File: src/design/i8aq_pkg.sv
package i8aq_pkg;

   localparam int MAX_LEN   = 64;
   localparam int SAMPLE_AW = $clog2(MAX_LEN);
   localparam int CNT_W     = SAMPLE_AW + 1;
   localparam int SAMPLE_W  = 16;
   localparam int HIST_BINS = 1024;
   localparam int HIST_AW   = $clog2(HIST_BINS);
   localparam int BIN_CNT_W = 7;
   localparam int RANGE_W   = SAMPLE_W + 1;
   localparam int BOUND_W   = SAMPLE_W + HIST_AW + 2;
   localparam int SCALE_W   = 24;
   localparam int CLAMP_W   = 10;
   localparam int DIV_W     = 37;
   localparam int DIV_CNT_W = $clog2(DIV_W);

   localparam logic [CLAMP_W-1:0] CLAMP_FULL = CLAMP_W'(1000);
   localparam logic [7:0]         SYM_K      = 8'd127;
   localparam logic [7:0]         ASYM_K     = 8'd255;

   typedef enum logic {
      CSR_SYMMETRIC = 1'b0,
      CSR_CLAMP     = 1'b1
   } csr_index_type;

   typedef struct packed {
      logic             start;
      logic [DIV_W-1:0] num;
      logic [DIV_W-1:0] den;
   } div_req_type;

   typedef struct packed {
      logic             done;
      logic [DIV_W-1:0] quot;
   } div_rsp_type;

endpackage

File: src/design/i8aq_div.sv
module i8aq_div (
   input  logic                  clock,
   input  logic                  reset,
   input  i8aq_pkg::div_req_type div_req,
   output i8aq_pkg::div_rsp_type div_rsp
);

   logic [i8aq_pkg::DIV_W-1:0]     rem_ff, rem_in;
   logic [i8aq_pkg::DIV_W-1:0]     quo_ff, quo_in;
   logic [i8aq_pkg::DIV_W-1:0]     den_ff, den_in;
   logic [i8aq_pkg::DIV_CNT_W-1:0] cnt_ff, cnt_in;
   logic                           busy_ff, busy_in;
   logic                           done_ff, done_in;
   logic [i8aq_pkg::DIV_W:0]       trial;
   logic                           fits;

   assign trial = {rem_ff, quo_ff[i8aq_pkg::DIV_W-1]};
   assign fits  = trial >= {1'b0, den_ff};

   always_comb begin
      rem_in  = rem_ff;
      quo_in  = quo_ff;
      den_in  = den_ff;
      cnt_in  = cnt_ff;
      busy_in = busy_ff;
      done_in = 1'b0;
      if (div_req.start) begin
         rem_in  = '0;
         quo_in  = div_req.num;
         den_in  = div_req.den;
         cnt_in  = '0;
         busy_in = 1'b1;
      end else if (busy_ff) begin
         // one quotient bit per cycle, restoring
         rem_in = fits ? i8aq_pkg::DIV_W'(trial - {1'b0, den_ff})
                       : i8aq_pkg::DIV_W'(trial);
         quo_in = {quo_ff[i8aq_pkg::DIV_W-2:0], fits};
         cnt_in = cnt_ff + 1'b1;
         if (cnt_ff == i8aq_pkg::DIV_CNT_W'(i8aq_pkg::DIV_W - 1)) begin
            busy_in = 1'b0;
            done_in = 1'b1;
         end
      end
   end

   always_ff @(posedge clock) begin
      rem_ff <= rem_in;
      quo_ff <= quo_in;
      den_ff <= den_in;
      cnt_ff <= cnt_in;
      if (reset) begin
         busy_ff <= 1'b0;
         done_ff <= 1'b0;
      end else begin
         busy_ff <= busy_in;
         done_ff <= done_in;
      end
   end

   assign div_rsp.done = done_ff;
   assign div_rsp.quot = quo_ff;

endmodule

File: config.mk
export PLATFORM = sky130hd
export DESIGN_NAME = i8aq_div
export DESIGN_NICKNAME = d
export VERILOG_FILES = /design/src/design/i8aq_pkg.sv /design/src/design/i8aq_div.sv
export SDC_FILE = /design/constraint.sdc
export NUM_CORES = 1
export LEC_CHECK = 0
export BUFFER_PORTS_ARGS = -buffer_cell sky130_fd_sc_hd__buf_2
export CAP_MARGIN = 25
export CORE_MARGIN = 5
export CORE_UTILIZATION = 50
export CTS_BUF_LIST = sky130_fd_sc_hd__clkbuf_4 sky130_fd_sc_hd__clkbuf_8
export DETAILED_ROUTE_END_ITERATION = 8
export PLACE_DENSITY = 0.72
export SYNTH_ARGS = -nofsm -noshare
export SYNTH_HDL_FRONTEND = slang
export SYNTH_SLANG_ARGS = --single-unit
export TNS_END_PERCENT = 5
File: constraint.sdc
create_clock -name clock -period 9 [get_ports clock]
set_input_delay 0.45 -clock clock [delete_from_list [all_inputs] [get_ports clock]]
set_output_delay 0.45 -clock clock [all_outputs]
set_load 0.05 [all_outputs]
[Yosys cells after proc, flatten, opt, wreduce, memory -nomap -nowiden]
Cells that the tools add are included.
Word-level totals
  flip-flop bits (word level): 119
  logic and storage cells: 20
  output and inout bits: 38
Cells by class
  add/subtract/negate cells: 2
  $lt $le $gt $ge: 1
  reduce and logical (&&, ||, !) cells: 2
  equality and inequality tests: 1
  mux-type cells: 7
  bitwise operators: 1
Operators with widths (count)
  37-bit two-way mux: 3
  38-bit by 37-bit greater-or-equal comparator with 1-bit output: 1
  37-bit subtractor: 1
  6-bit by 1-bit adder with 6-bit output (second input constant): 1
  6-bit == test (second input constant): 1
  1-bit two-way mux: 4
  3-bit OR reduction: 1
  2-bit nonzero test: 1
  1-bit inverter: 1

[Depth between registers and ports, before layout]
Gate-level depths: netlist of the first run.
  depth after elaboration: 4
  depth in mapped cells: 13
  mapped depth without buffers: 12

[Worst setup path before layout of the first run]
OpenSTA, ideal clock, no wires.
  kind: reg2reg
  start: reg quo_ff[36] in the netlist's numbering
  end: reg rem_ff[28] in the netlist's numbering
  period minus slack after synthesis: 3.186 ns
  path buffers: 1
  data arrival time: 3.064 ns
  stages on the path, launching flop included: 14
  path slack: 5.814 ns
  cells stage by stage: edfxtp_1 -> inv_1 -> ha_1 -> inv_1 -> fa_1 -> a211oi_1 -> o21ai_1 -> o211ai_1 -> a2bb2oi_1 -> o211ai_4 -> o21ai_4 -> nor2b_4 -> buf_6 -> a221o_1
On the way
  longest elaborated chain between the ends: 2
Ends and longest elaborated chain
  start: declaration: line i8aq_div.sv:9  | logic [i8aq_pkg::DIV_W-1:0] quo_ff, quo_in;
  start signal: assignment: line i8aq_div.sv:48  | quo_ff <= quo_in;
  37-bit subtractor or 38-bit by 37-bit greater-or-equal comparator with 1-bit output (tied branches): line i8aq_div.sv:35, i8aq_div.sv:18
  37-bit two-way mux *: line i8aq_div.sv:35  | rem_in = fits ? i8aq_pkg::DIV_W'(trial - {1'b0, den_ff})
  end signal: assignment: line i8aq_div.sv:47  | rem_ff <= rem_in;
  end: declaration: line i8aq_div.sv:8  | logic [i8aq_pkg::DIV_W-1:0] rem_ff, rem_in;
Mark *: on every way between the ends. The rest lies on a longest branch, timed or not.
A chain may end at the register's enable or synchronous reset.

[Final worst setup path of the first run]
Same ends and word-level chain as after synthesis.

==> results.sh, run 1 <==
export IMPL_end_kind="flop"
export IMPL_ys_seq_area_share_pct=45.30
export IMPL_drtIter0Drc=381
export IMPL_synth_adder_area_share_pct=7.368
export IMPL_wl_um=15420
export IMPL_fin_nets=880
export IMPL_synth_mux_area_share_pct=9.982
export IMPL_hpwl_um=11090
export IMPL_hp_class="input pin to flop"
export IMPL_clock_sinks=119
export IMPL_crit_required_ns=9.34
export IMPL_synth_edf_count=74
export IMPL_ys_flop_type="edfxtp_1"
export IMPL_gp_congestion=0.8944
export IMPL_setup_viol=0
export IMPL_clock_tree_root_cell="clkbuf_8"
export IMPL_dieArea_um2=16240
export IMPL_reg2reg_from="quo_ff[36]$_DFFE_PP_"
export IMPL_wl_per_cell_um=16.13
export IMPL_synthSimpleGateAreaFrac_pct=10.80
export IMPL_synthToLayoutAreaGrowth_pct=15.50
export IMPL_core_area_um2=13720
export IMPL_antenna_found_initial=0
export IMPL_ys_ff_latch=119
export IMPL_clkSlewWorstSetupHoldPaths_ns=0.08
export IMPL_finalHoldViolCount=0
export IMPL_grt_pass1_vias=5280
export IMPL_async_flop_share_pct=0
export IMPL_worst_path_max_fanout=33
export IMPL_status="completed"
export IMPL_syn_area_per_cell_um2=10.41
export IMPL_synth_largest_area_cell="edfxtp_1"
export IMPL_rr_endpoint="rem_ff[28]$_SDFFE_PP0P_"
export IMPL_ant_nets=0
export IMPL_syn_num_nets=779
export IMPL_syn_area_um2=6894
export IMPL_rr_worst_depth=13
export IMPL_yosys_area_share_xor_xnor_pct=4.701
export IMPL_synth_top_family_by_area="compound AO/OA/AOI/OAI gates"
export IMPL_drv_cap=0
export IMPL_powerDensity_nw_per_um2=189.2
export IMPL_maxSlewViolCount=0
export IMPL_crit_arrival_ns=3.83
export IMPL_cts_tree="done"
export IMPL_antenna_cells=0
export IMPL_ys_warn_count=0
export IMPL_h_tree_depth=4
export IMPL_port_buffers=114
export IMPL_grt_usage_pct=18.94
export IMPL_worstSetupStartpoint="quo_ff[36]$_DFFE_PP_"
export IMPL_worst_setup_path_type="flop to flop"
export IMPL_hp_start="div_req[29]"
export IMPL_grt_max_degree=74
export IMPL_p_leak_nw=3.296
export IMPL_start_util_pct=50.25
export IMPL_clk_latency_ns=0.45
export IMPL_post_cts_setup_buffers=0
export IMPL_fp_dieW_um=127.4
export IMPL_p_total_mw=1.506
export IMPL_finalCritPeriodShare_pct=38.78
export IMPL_yosysUniqueCellTypes=65
export IMPL_drc_errors=0
export IMPL_period_needed_ns=3.491
export IMPL_vdd_drop_max_v=0.00008561
export IMPL_synth_top_area_share_pct=32.23
export IMPL_routed_via_count=5336
export IMPL_holdBufCountCts=0
export IMPL_die_h_um=127.4
export IMPL_io_pins=115
export IMPL_worstMarginPinSlew_ns=0.9489
export IMPL_viasPerCell=5.582
export IMPL_cts_inserted_buffers=17
export IMPL_synthMostInstantiatedCell="edfxtp_1"
export IMPL_placementRows=43
export IMPL_rrSetupSlack_ns=5.51
export IMPL_cp_start_kind="flop"
export IMPL_netlist_top_cells_area="edfxtp_1, dfxtp_1, ha_1"
export IMPL_first_pass_iters=4
export IMPL_rsz0062_at_grt="no"
export IMPL_fin_area_um2=7963
export IMPL_skew_ns=0.01056
export IMPL_placed_area_um2=7535
export IMPL_cts_resized=0
export IMPL_slew_headroom_pct=36.51
export IMPL_gr_total_overflow=0
export IMPL_synthTopCellsByCount="edfxtp_1, nor2_1, inv_1, dfxtp_1, a21oi_1"
export IMPL_hold_end="den_ff[29]$_DFFE_PP_"
export IMPL_drive_gt1_share_pct=25.77
export IMPL_synth_compound_area_share_pct=16.46
export IMPL_grt_pass1_wl_um=24760
export IMPL_clockBufferDepth=2
export IMPL_fin_setup_tns_ns=0
export IMPL_max_freq_mhz=286.5
export IMPL_whs_path_depth=1
export IMPL_syn_inst=662
-- worst max-delay path, cell delays in order, from the launching register on --
cell       delay (ns)
edfxtp_1         0.38
inv_1            0.09
ha_1             0.19
inv_1            0.06
fa_1             0.42
a211oi_1         0.26
o21ai_1          0.18
o211ai_1         0.32
a2bb2oi_1        0.19
o211ai_4         0.26
o21ai_4          0.08
buf_4            0.28
nor2b_4          0.25
a221o_1          0.37
-- registers in the layout, indices dropped and copies added, names as in the netlist --
register,count
rem_ff,37
den_ff,37
cnt_ff,6
done_ff,1
busy_ff,1
quo_ff,37
-- worst max-delay path by stage --
stage | to | slack (ns)
after CTS | rem_ff[28]$_SDFFE_PP0P_ | 5.52
final | rem_ff[28]$_SDFFE_PP0P_ | 5.51
after global placement | rem_ff[32]$_SDFFE_PP0P_ | 5.69
after floorplan | rem_ff[28]$_SDFFE_PP0P_ | 5.81
after detailed placement | rem_ff[27]$_SDFFE_PP0P_ | 5.56
after global routing | rem_ff[28]$_SDFFE_PP0P_ | 5.32
-- cells by family after synthesis --
group | count (synthesis)
xor gates and xnor gates | 37
buffers and inverters | 85
AOI/OAI and AO/OA | 163
muxes | 64
adders and majority gates | 40
and+or+nand+nor | 154
DFF | 119
-- cell usage in the layout (no fill, tap or decap), drive strengths merged, types with 17 or more instances in the layout --
cell type | Yosys | layout
a21oi | 42 | 42
edfxtp | 74 | 74
inv | 49 | 55
mux2i | 26 | 26
o21ai | 28 | 28
clkbuf | 17 | 17
dfxtp | 45 | 45
buf | 19 | 118
nand2 | 38 | 38
xor2 | 18 | 18
mux2 | 38 | 38
a211oi | 24 | 24
ha | 39 | 39
nor2 | 54 | 54
xnor2 | 19 | 19
-- metrics by stage --
| step | instances | utilization (%) | setup WS [ns] | hold slack [ns] |
|---|---|---|---|---|
| 3_3_place_gp | 924 | 54.92 | 5.690 | 0.4693 |
| 6_report | 956 | 58.04 | 5.509 | 0.1699 |
| 3_5_place_dp | 924 | 54.92 | 5.558 | 0.4831 |
| 2_1_floorplan | 662 | - | 5.814 | 0.4526 |
| 5_1_grt | 956 | 58.04 | 5.319 | 0.1379 |
| 4_1_cts | 956 | 58.04 | 5.516 | 0.1387 |
-- where the power goes --
group | total [mW] | internal, mW | switching (mW)
logic | 0.335 | 0.120 | 0.214
clock network | 0.524 | 0.281 | 0.243
registers | 0.648 | 0.627 | 0.0208
total | 1.51 | 1.03 | 0.478
-- final cells by class --
type	count	area, µm²
Clock buffer	17	234.0
Timing Repair Buffer	118	603.1
Fill cell	1199	5757
Sequential cell	119	3123
Clock inverter	15	193.9
Tap cell	180	225.2
Multi-Input combinational cell	458	3400
Inverter	49	183.9
-- metal layers --
metal	routed length [µm]	track usage, %	part of all wire (%)	up-vias
met1	6743	23.20	44	2465
met3	1041	4.557	6.8	38
met4	414	8.580	2.7	0
li1	-	-	-	2630
met2	7220	31.65	47	203
met5	0	0	0	-
Note: power is estimated with default switching activity, not from simulation.
==> run 2: changes to the inputs <==
- ABC_AREA: unset -> 1
- PLACE_DENSITY: 0.72 -> 0.71
- clock period: 9 -> 3.4 ns (I/O delays scaled with it)
==> run 2 against run 1 <==
Compared with the run above:
- area after synthesis is 13% higher
- register-to-register slack got worse by 4.8 ns
- via count is 41% higher
- sequential share of layout area shrank 7.2 points
- global-route usage grew 4.6 points
- routed wire length is 34% higher
- critical path type unchanged
- largest cell class unchanged
- largest power group unchanged
- highest routed layer unchanged
==> results.sh, run 2 <==
export IMPL_ys_flop_type="edfxtp_1"
export IMPL_grt_pass1_wl_um=34660
export IMPL_synth_edf_count=74
export IMPL_p_total_mw=3.794
export IMPL_worst_path_max_fanout=36
export IMPL_p_clk_share_pct=38.7
export IMPL_holdWs_ns=0.1156
export IMPL_stdcell_count=1534
export IMPL_syn_num_nets=1240
export IMPL_clk_latency_ns=0.46
export IMPL_final_common_cell="nand2_1"
export IMPL_fin_setup_tns_ns=0
export IMPL_rsz0062_at_grt="no"
export IMPL_async_flop_share_pct=0
export IMPL_port_buffers=114
export IMPL_placementRows=45
export IMPL_routed_via_count=7501
export IMPL_netlist_top_cells_area="edfxtp_1, nand2_1, dfxtp_1"
export IMPL_antenna_cells=0
export IMPL_hpwl_um=14570
export IMPL_crit_required_ns=3.77
export IMPL_setup_viol=0
export IMPL_cts_inserted_buffers=17
export IMPL_synthToLayoutAreaGrowth_pct=24.54
export IMPL_ys_warn_count=0
export IMPL_fp_dieW_um=135.1
export IMPL_critPathMaxStageDelay_ns=0.40
export IMPL_gp_congestion=0.9321
export IMPL_syn_area_per_cell_um2=6.966
export IMPL_dp_cells=1428
export IMPL_slew_headroom_pct=39.02
export IMPL_final_cell_mix="nand2_1, inv_1, buf_2"
export IMPL_period_needed_ns=2.730
export IMPL_status="completed"
export IMPL_drtIter0Drc=446
export IMPL_wl_per_cell_um=13.51
export IMPL_path_cells="inv_1, ha_1, inv_1, fa_1, nand2_1, nand2_1, nand3_1, nand2_2, nand2_1, nand2_2, nand2_2, nand2_2, nand2_4, nand2_4, nand2_1, nand3_1, o21ai_0"
export IMPL_worst_setup_path_type="flop to flop"
export IMPL_ys_ff_latch=119
export IMPL_drv_cap=0
export IMPL_ant_nets=0
export IMPL_clkSlewWorstSetupHoldPaths_ns=0.08
export IMPL_fin_nets=1427
export IMPL_p_leak_nw=5.160
export IMPL_seq_power_share_pct=44.2
export IMPL_dieArea_um2=18250
export IMPL_vdd_drop_max_v=0.0003700
export IMPL_powerDensity_nw_per_um2=389.5
export IMPL_drc_errors=0
export IMPL_syn_area_um2=7823
export IMPL_core_area_um2=15260
export IMPL_end_kind="flop"
export IMPL_cpMaxStageDelayCell="fa_1"
export IMPL_netSwitchingFraction_pct=29.45
export IMPL_maxSlewViolCount=0
export IMPL_finalHoldViolCount=0
export IMPL_io_pins=115
export IMPL_skew_ns=0.01778
export IMPL_hp_class="input pin to flop"
export IMPL_p_int_mw=2.677
export IMPL_top_regs="den_ff (37), quo_ff (37), rem_ff (37)"
export IMPL_comb_power_share_pct=17.2
export IMPL_antenna_found_initial=0
export IMPL_clock_tree_root_cell="clkbuf_8"
export IMPL_clockBufferDepth=2
export IMPL_finalCritPeriodShare_pct=80.30
export IMPL_crit_arrival_ns=3.10
export IMPL_start_util_pct=51.27
export IMPL_die_h_um=135.1
export IMPL_grt_pass1_vias=7425
export IMPL_first_pass_iters=6
export IMPL_wl_um=20720
export IMPL_worstMarginPinSlew_ns=0.9134
export IMPL_synth_largest_area_cell="edfxtp_1"
export IMPL_synthMostInstantiatedCell="nand2_1"
export IMPL_syn_inst=1123
export IMPL_grt_usage_pct=23.53
export IMPL_grt_max_degree=76
export IMPL_cts_resized=0
export IMPL_fillers=1372
export IMPL_synth_top_area_share_pct=28.41
export IMPL_cp_start_kind="flop"
export IMPL_viasPerCell=4.890
export IMPL_synthTopCellsByCount="nand2_1, inv_1, nand3_1, edfxtp_1, nor2_1"
export IMPL_p_sw_mw=1.118
export IMPL_h_tree_depth=4
export IMPL_clock_sinks=119
export IMPL_drive_gt1_share_pct=14.59
export IMPL_max_freq_mhz=366.3
export IMPL_cts_tree="done"
export IMPL_gr_total_overflow=0
export IMPL_yosysUniqueCellTypes=34
export IMPL_ys_seq_area_share_pct=39.92
==> run 2: path summary, 6_finish.rpt <==
kind | startpoint | to | slack (ns) | cells after the start
setup / recovery | quo_ff[36]$_DFFE_PP_ | rem_ff[0]$_SDFFE_PP0P_ | 0.67 | 17
hold reg to reg | rem_ff[36]$_SDFFE_PP0P_ | rem_ff[36]$_SDFFE_PP0P_ | 0.47 | 2
hold / removal | div_req[37] | quo_ff[0]$_DFFE_PP_ | 0.12 | 3
setup reg to reg | quo_ff[36]$_DFFE_PP_ | rem_ff[0]$_SDFFE_PP0P_ | 0.67 | 17
==> run 2: routing by layer <==
layer,vias to the layer above,wire length (µm),GRT usage [%]
met2,207,9767,39.19
met4,0,465,8.119
met3,37,1214,5.626
met5,-,0,0
li1,3862,-,-
met1,3395,9275,29.99
==> run 2: cell families (layout without fill, tap and decap cells) <==
group	after synthesis	after routing	synth area share (%)
and+or+nand+nor	652	652	35.48
buffers and inverters	228	428	11.60
DFF	119	119	39.92
AOI/OAI and AO/OA	65	65	4.382
adders and majority gates	40	40	6.494
xor gates and xnor gates	19	19	2.127
==> run 2: layout make-up <==
class	instances	area, µm²	share of cell area (%)
inverter	201	754.5	7.745
clock inverter	13	195.2	2.004
tap	211	264.0	2.710
sequential	119	3123	32.06
timing repair buffer	195	1364	14.00
multi-input combinational	776	3792	38.93
clock buffer	19	249.0	2.556
==> run 2: power by group through the flow <==
| stage | clock network, mW | logic [mW] | registers [mW] |
|---|---|---|---|
| 2_1_floorplan | 0 | 0.249 | 1.86 |
| 5_1_grt | 1.55 | 0.709 | 1.68 |
| 3_3_place_gp | 0 | 0.573 | 1.71 |
| 6_report | 1.47 | 0.651 | 1.68 |
| 3_5_place_dp | 0 | 0.578 | 1.70 |
| 4_1_cts | 1.49 | 0.644 | 1.67 |
==> run 2: stage by stage <==
step / area [µm²] / setup slack, ns / util [%]
CTS: 9742 / 0.6542 / 63.85
detailed placement: 8557 / 0.6699 / 56.08
global placement: 8557 / 0.7607 / 56.08
finish: 9742 / 0.6699 / 63.85
floorplan: 7823 / 0.8084 / -
global route: 9742 / 0.3742 / 63.85
==> run 2: repair_timing <==
| item | CTS | global route |
|---|---|---|
| setup buffers | 0 | 0 |
| hold buffers | 74 | 0 |
| endpoints found under the hold margin | 74 | 0 |
==> run 2: worst max-delay path: cells and delay by family (launching register included) <==
family	cells	cell delay (ns)
AND/OR/NAND/NOR	12	1.48
adder cells (fa/ha/maj)	2	0.54
flip-flops	1	0.38
buffers and inverters	2	0.16
AO/OA/AOI/OAI	1	0.09
==> run 3: changes to the inputs <==
- clock period: 3.4 -> 2.7 ns (I/O delays scaled with it)
==> run 3 against run 2 <==
Compared with the run above:
- largest cell class unchanged
- clock-buffer cell count down 1
- register-to-register slack worse by 0.42 ns
- non-clock buffer count up 3
- clock power up 10%
==> results.sh, run 3 (synthesis results as in run 2) <==
export IMPL_wl_per_cell_um=13.63
export IMPL_worst_setup_path_type="flop to flop"
export IMPL_p_leak_nw=5.162
export IMPL_start_util_pct=51.27
export IMPL_post_cts_setup_buffers=0
export IMPL_clockBufferDepth=2
export IMPL_setup_viol=0
export IMPL_cts_inserted_buffers=17
export IMPL_drv_cap=0
export IMPL_antenna_found_initial=1
export IMPL_hp_class="input pin to flop"
export IMPL_port_buffers=114
export IMPL_final_common_cell="nand2_1"
export IMPL_final_cell_mix="nand2_1, inv_1, buf_2"
export IMPL_core_area_um2=15260
export IMPL_clock_tree_root_cell="clkbuf_8"
export IMPL_maxSlewViolCount=0
export IMPL_fin_area_um2=9758
export IMPL_cts_tree="done"
export IMPL_die_h_um=135.1
export IMPL_status="completed"
export IMPL_grt_max_degree=47
export IMPL_drc_errors=0
export IMPL_h_tree_depth=4
export IMPL_drtIter0Drc=435
export IMPL_grt_pass1_vias=7436
export IMPL_fp_dieW_um=135.1
export IMPL_vdd_drop_max_v=0.0004422
export IMPL_crit_arrival_ns=2.77
export IMPL_cp_start_kind="flop"
export IMPL_clock_sinks=119
export IMPL_fin_setup_tns_ns=0
export IMPL_p_int_mw=3.169
export IMPL_drive_gt1_share_pct=14.63
export IMPL_p_sw_mw=1.384
export IMPL_gp_congestion=0.9907
export IMPL_placed_area_um2=8617
export IMPL_comb_power_share_pct=18.1
export IMPL_fillers=1380
export IMPL_grt_pass1_wl_um=34620
export IMPL_period_needed_ns=2.454
export IMPL_dieArea_um2=18250
export IMPL_fin_nets=1430
export IMPL_worst_path_max_fanout=21
export IMPL_clkSlewWorstSetupHoldPaths_ns=0.09
export IMPL_placementRows=45
export IMPL_max_freq_mhz=407.5
export IMPL_crit_required_ns=3.02
export IMPL_finalHoldViolCount=0
export IMPL_finalCritPeriodShare_pct=90.89
export IMPL_grt_usage_pct=23.46
export IMPL_end_kind="flop"
export IMPL_io_pins=115
export IMPL_hpwl_um=15160
export IMPL_viasPerCell=4.880
export IMPL_slew_headroom_pct=55.01
export IMPL_synthToLayoutAreaGrowth_pct=24.74
export IMPL_rsz0062_at_grt="no"
export IMPL_wl_um=20950
export IMPL_final_util_pct=63.95
export IMPL_ant_nets=0
export IMPL_skew_ns=0.01844
export IMPL_gr_total_overflow=0
export IMPL_first_pass_iters=5
export IMPL_seq_power_share_pct=46.3
export IMPL_routed_via_count=7500
export IMPL_antenna_cells=0
export IMPL_p_clk_share_pct=35.6
export IMPL_clk_latency_ns=0.45
export IMPL_worstMarginPinSlew_ns=0.6741
export IMPL_top_regs="den_ff (37), quo_ff (37), rem_ff (37)"
export IMPL_powerDensity_nw_per_um2=466.6
export IMPL_netSwitchingFraction_pct=30.40
==> run 3: changes by cell type in the layout (fill, tap and decap cells not counted) <==
cell,change
nand2_8,+1
buf_12,+3
clkinv_1,+2
nand2_4,-1
clkinvlp_4,+1
clkbuf_4,-1
bufinv_16,-2
==> run 3: critical path, stage by stage, from the launching register on <==
cell	delay [ns]
edfxtp_1	0.40
inv_1	0.10
ha_1	0.14
inv_1	0.07
fa_1	0.41
nand2_1	0.08
nand2_1	0.07
nand3_1	0.08
nand2_2	0.07
nand2_1	0.08
nand2_2	0.08
nand2_2	0.08
nand2_2	0.07
nand2_4	0.15
buf_12	0.18
nand3_1	0.08
nand3_1	0.09
o21ai_0	0.10
==> run 3: power groups by stage <==
stage	Sequential (mW)	Clock (mW)	Combinational, mW
after floorplan	2.34	0	0.314
after global placement	2.14	0	0.724
after detailed placement	2.14	0	0.733
after CTS	2.11	1.66	0.815
after global routing	2.12	1.74	0.896
final	2.11	1.62	0.825
==> run 3: through the flow <==
stage | std cells | setup WS (ns) | power, mW | hold WS, ns
after floorplan | 1123 | 0.1084 | 2.654 | 0.2137
after global placement | 1431 | 0.3035 | 2.869 | 0.3119
after CTS | 1537 | 0.1668 | 4.577 | 0.02321
final | 1537 | 0.2459 | 4.553 | 0.04238
after detailed placement | 1431 | 0.1901 | 2.876 | 0.3131
after global routing | 1537 | 0.01365 | 4.752 | 0.01926
==> run 3: repair_timing <==
| item | in CTS | in global routing |
|---|---|---|
| setup endpoints to repair | 0 | 33 |
| hold buffers | 74 | 0 |
| gates resized for setup | 0 | 1 |
| endpoints found under the hold margin | 75 | 0 |
==> run 3: path summary, 6_finish.rpt <==
path	from	to	slack, ns	cells past startpoint
min reg2reg	rem_ff[17]$_SDFFE_PP0P_	rem_ff[17]$_SDFFE_PP0P_	0.47	2
max reg2reg	quo_ff[36]$_DFFE_PP_	rem_ff[12]$_SDFFE_PP0P_	0.25	17
max	quo_ff[36]$_DFFE_PP_	rem_ff[12]$_SDFFE_PP0P_	0.25	17
min	div_req[74]	den_ff[24]$_DFFE_PP_	0.04	1
==> run 3: layer usage <==
metal  vias to the layer above  wire (µm)  part of all wire, %  GRT usage [%]
li1                       3882          -                    -              -
met1                      3353       9304                   44          28.82
met2                       224       9961                   48          40.10
met3                        39       1191                  5.7          6.185
met4                         2        482                  2.3          7.727
met5                         -         11                0.053              0
==> run 3: final cells by class <==
| cell class | count | area [µm²] | area share, % |
|---|---|---|---|
| timing repair buffer | 198 | 1424 | 14.59 |
| tap | 211 | 264.0 | 2.705 |
| multi-input combinational | 776 | 3801 | 38.95 |
| clock inverter | 14 | 150.1 | 1.539 |
| clock buffer | 18 | 241.5 | 2.475 |
| inverter | 201 | 754.5 | 7.732 |
| sequential | 119 | 3123 | 32.00 |
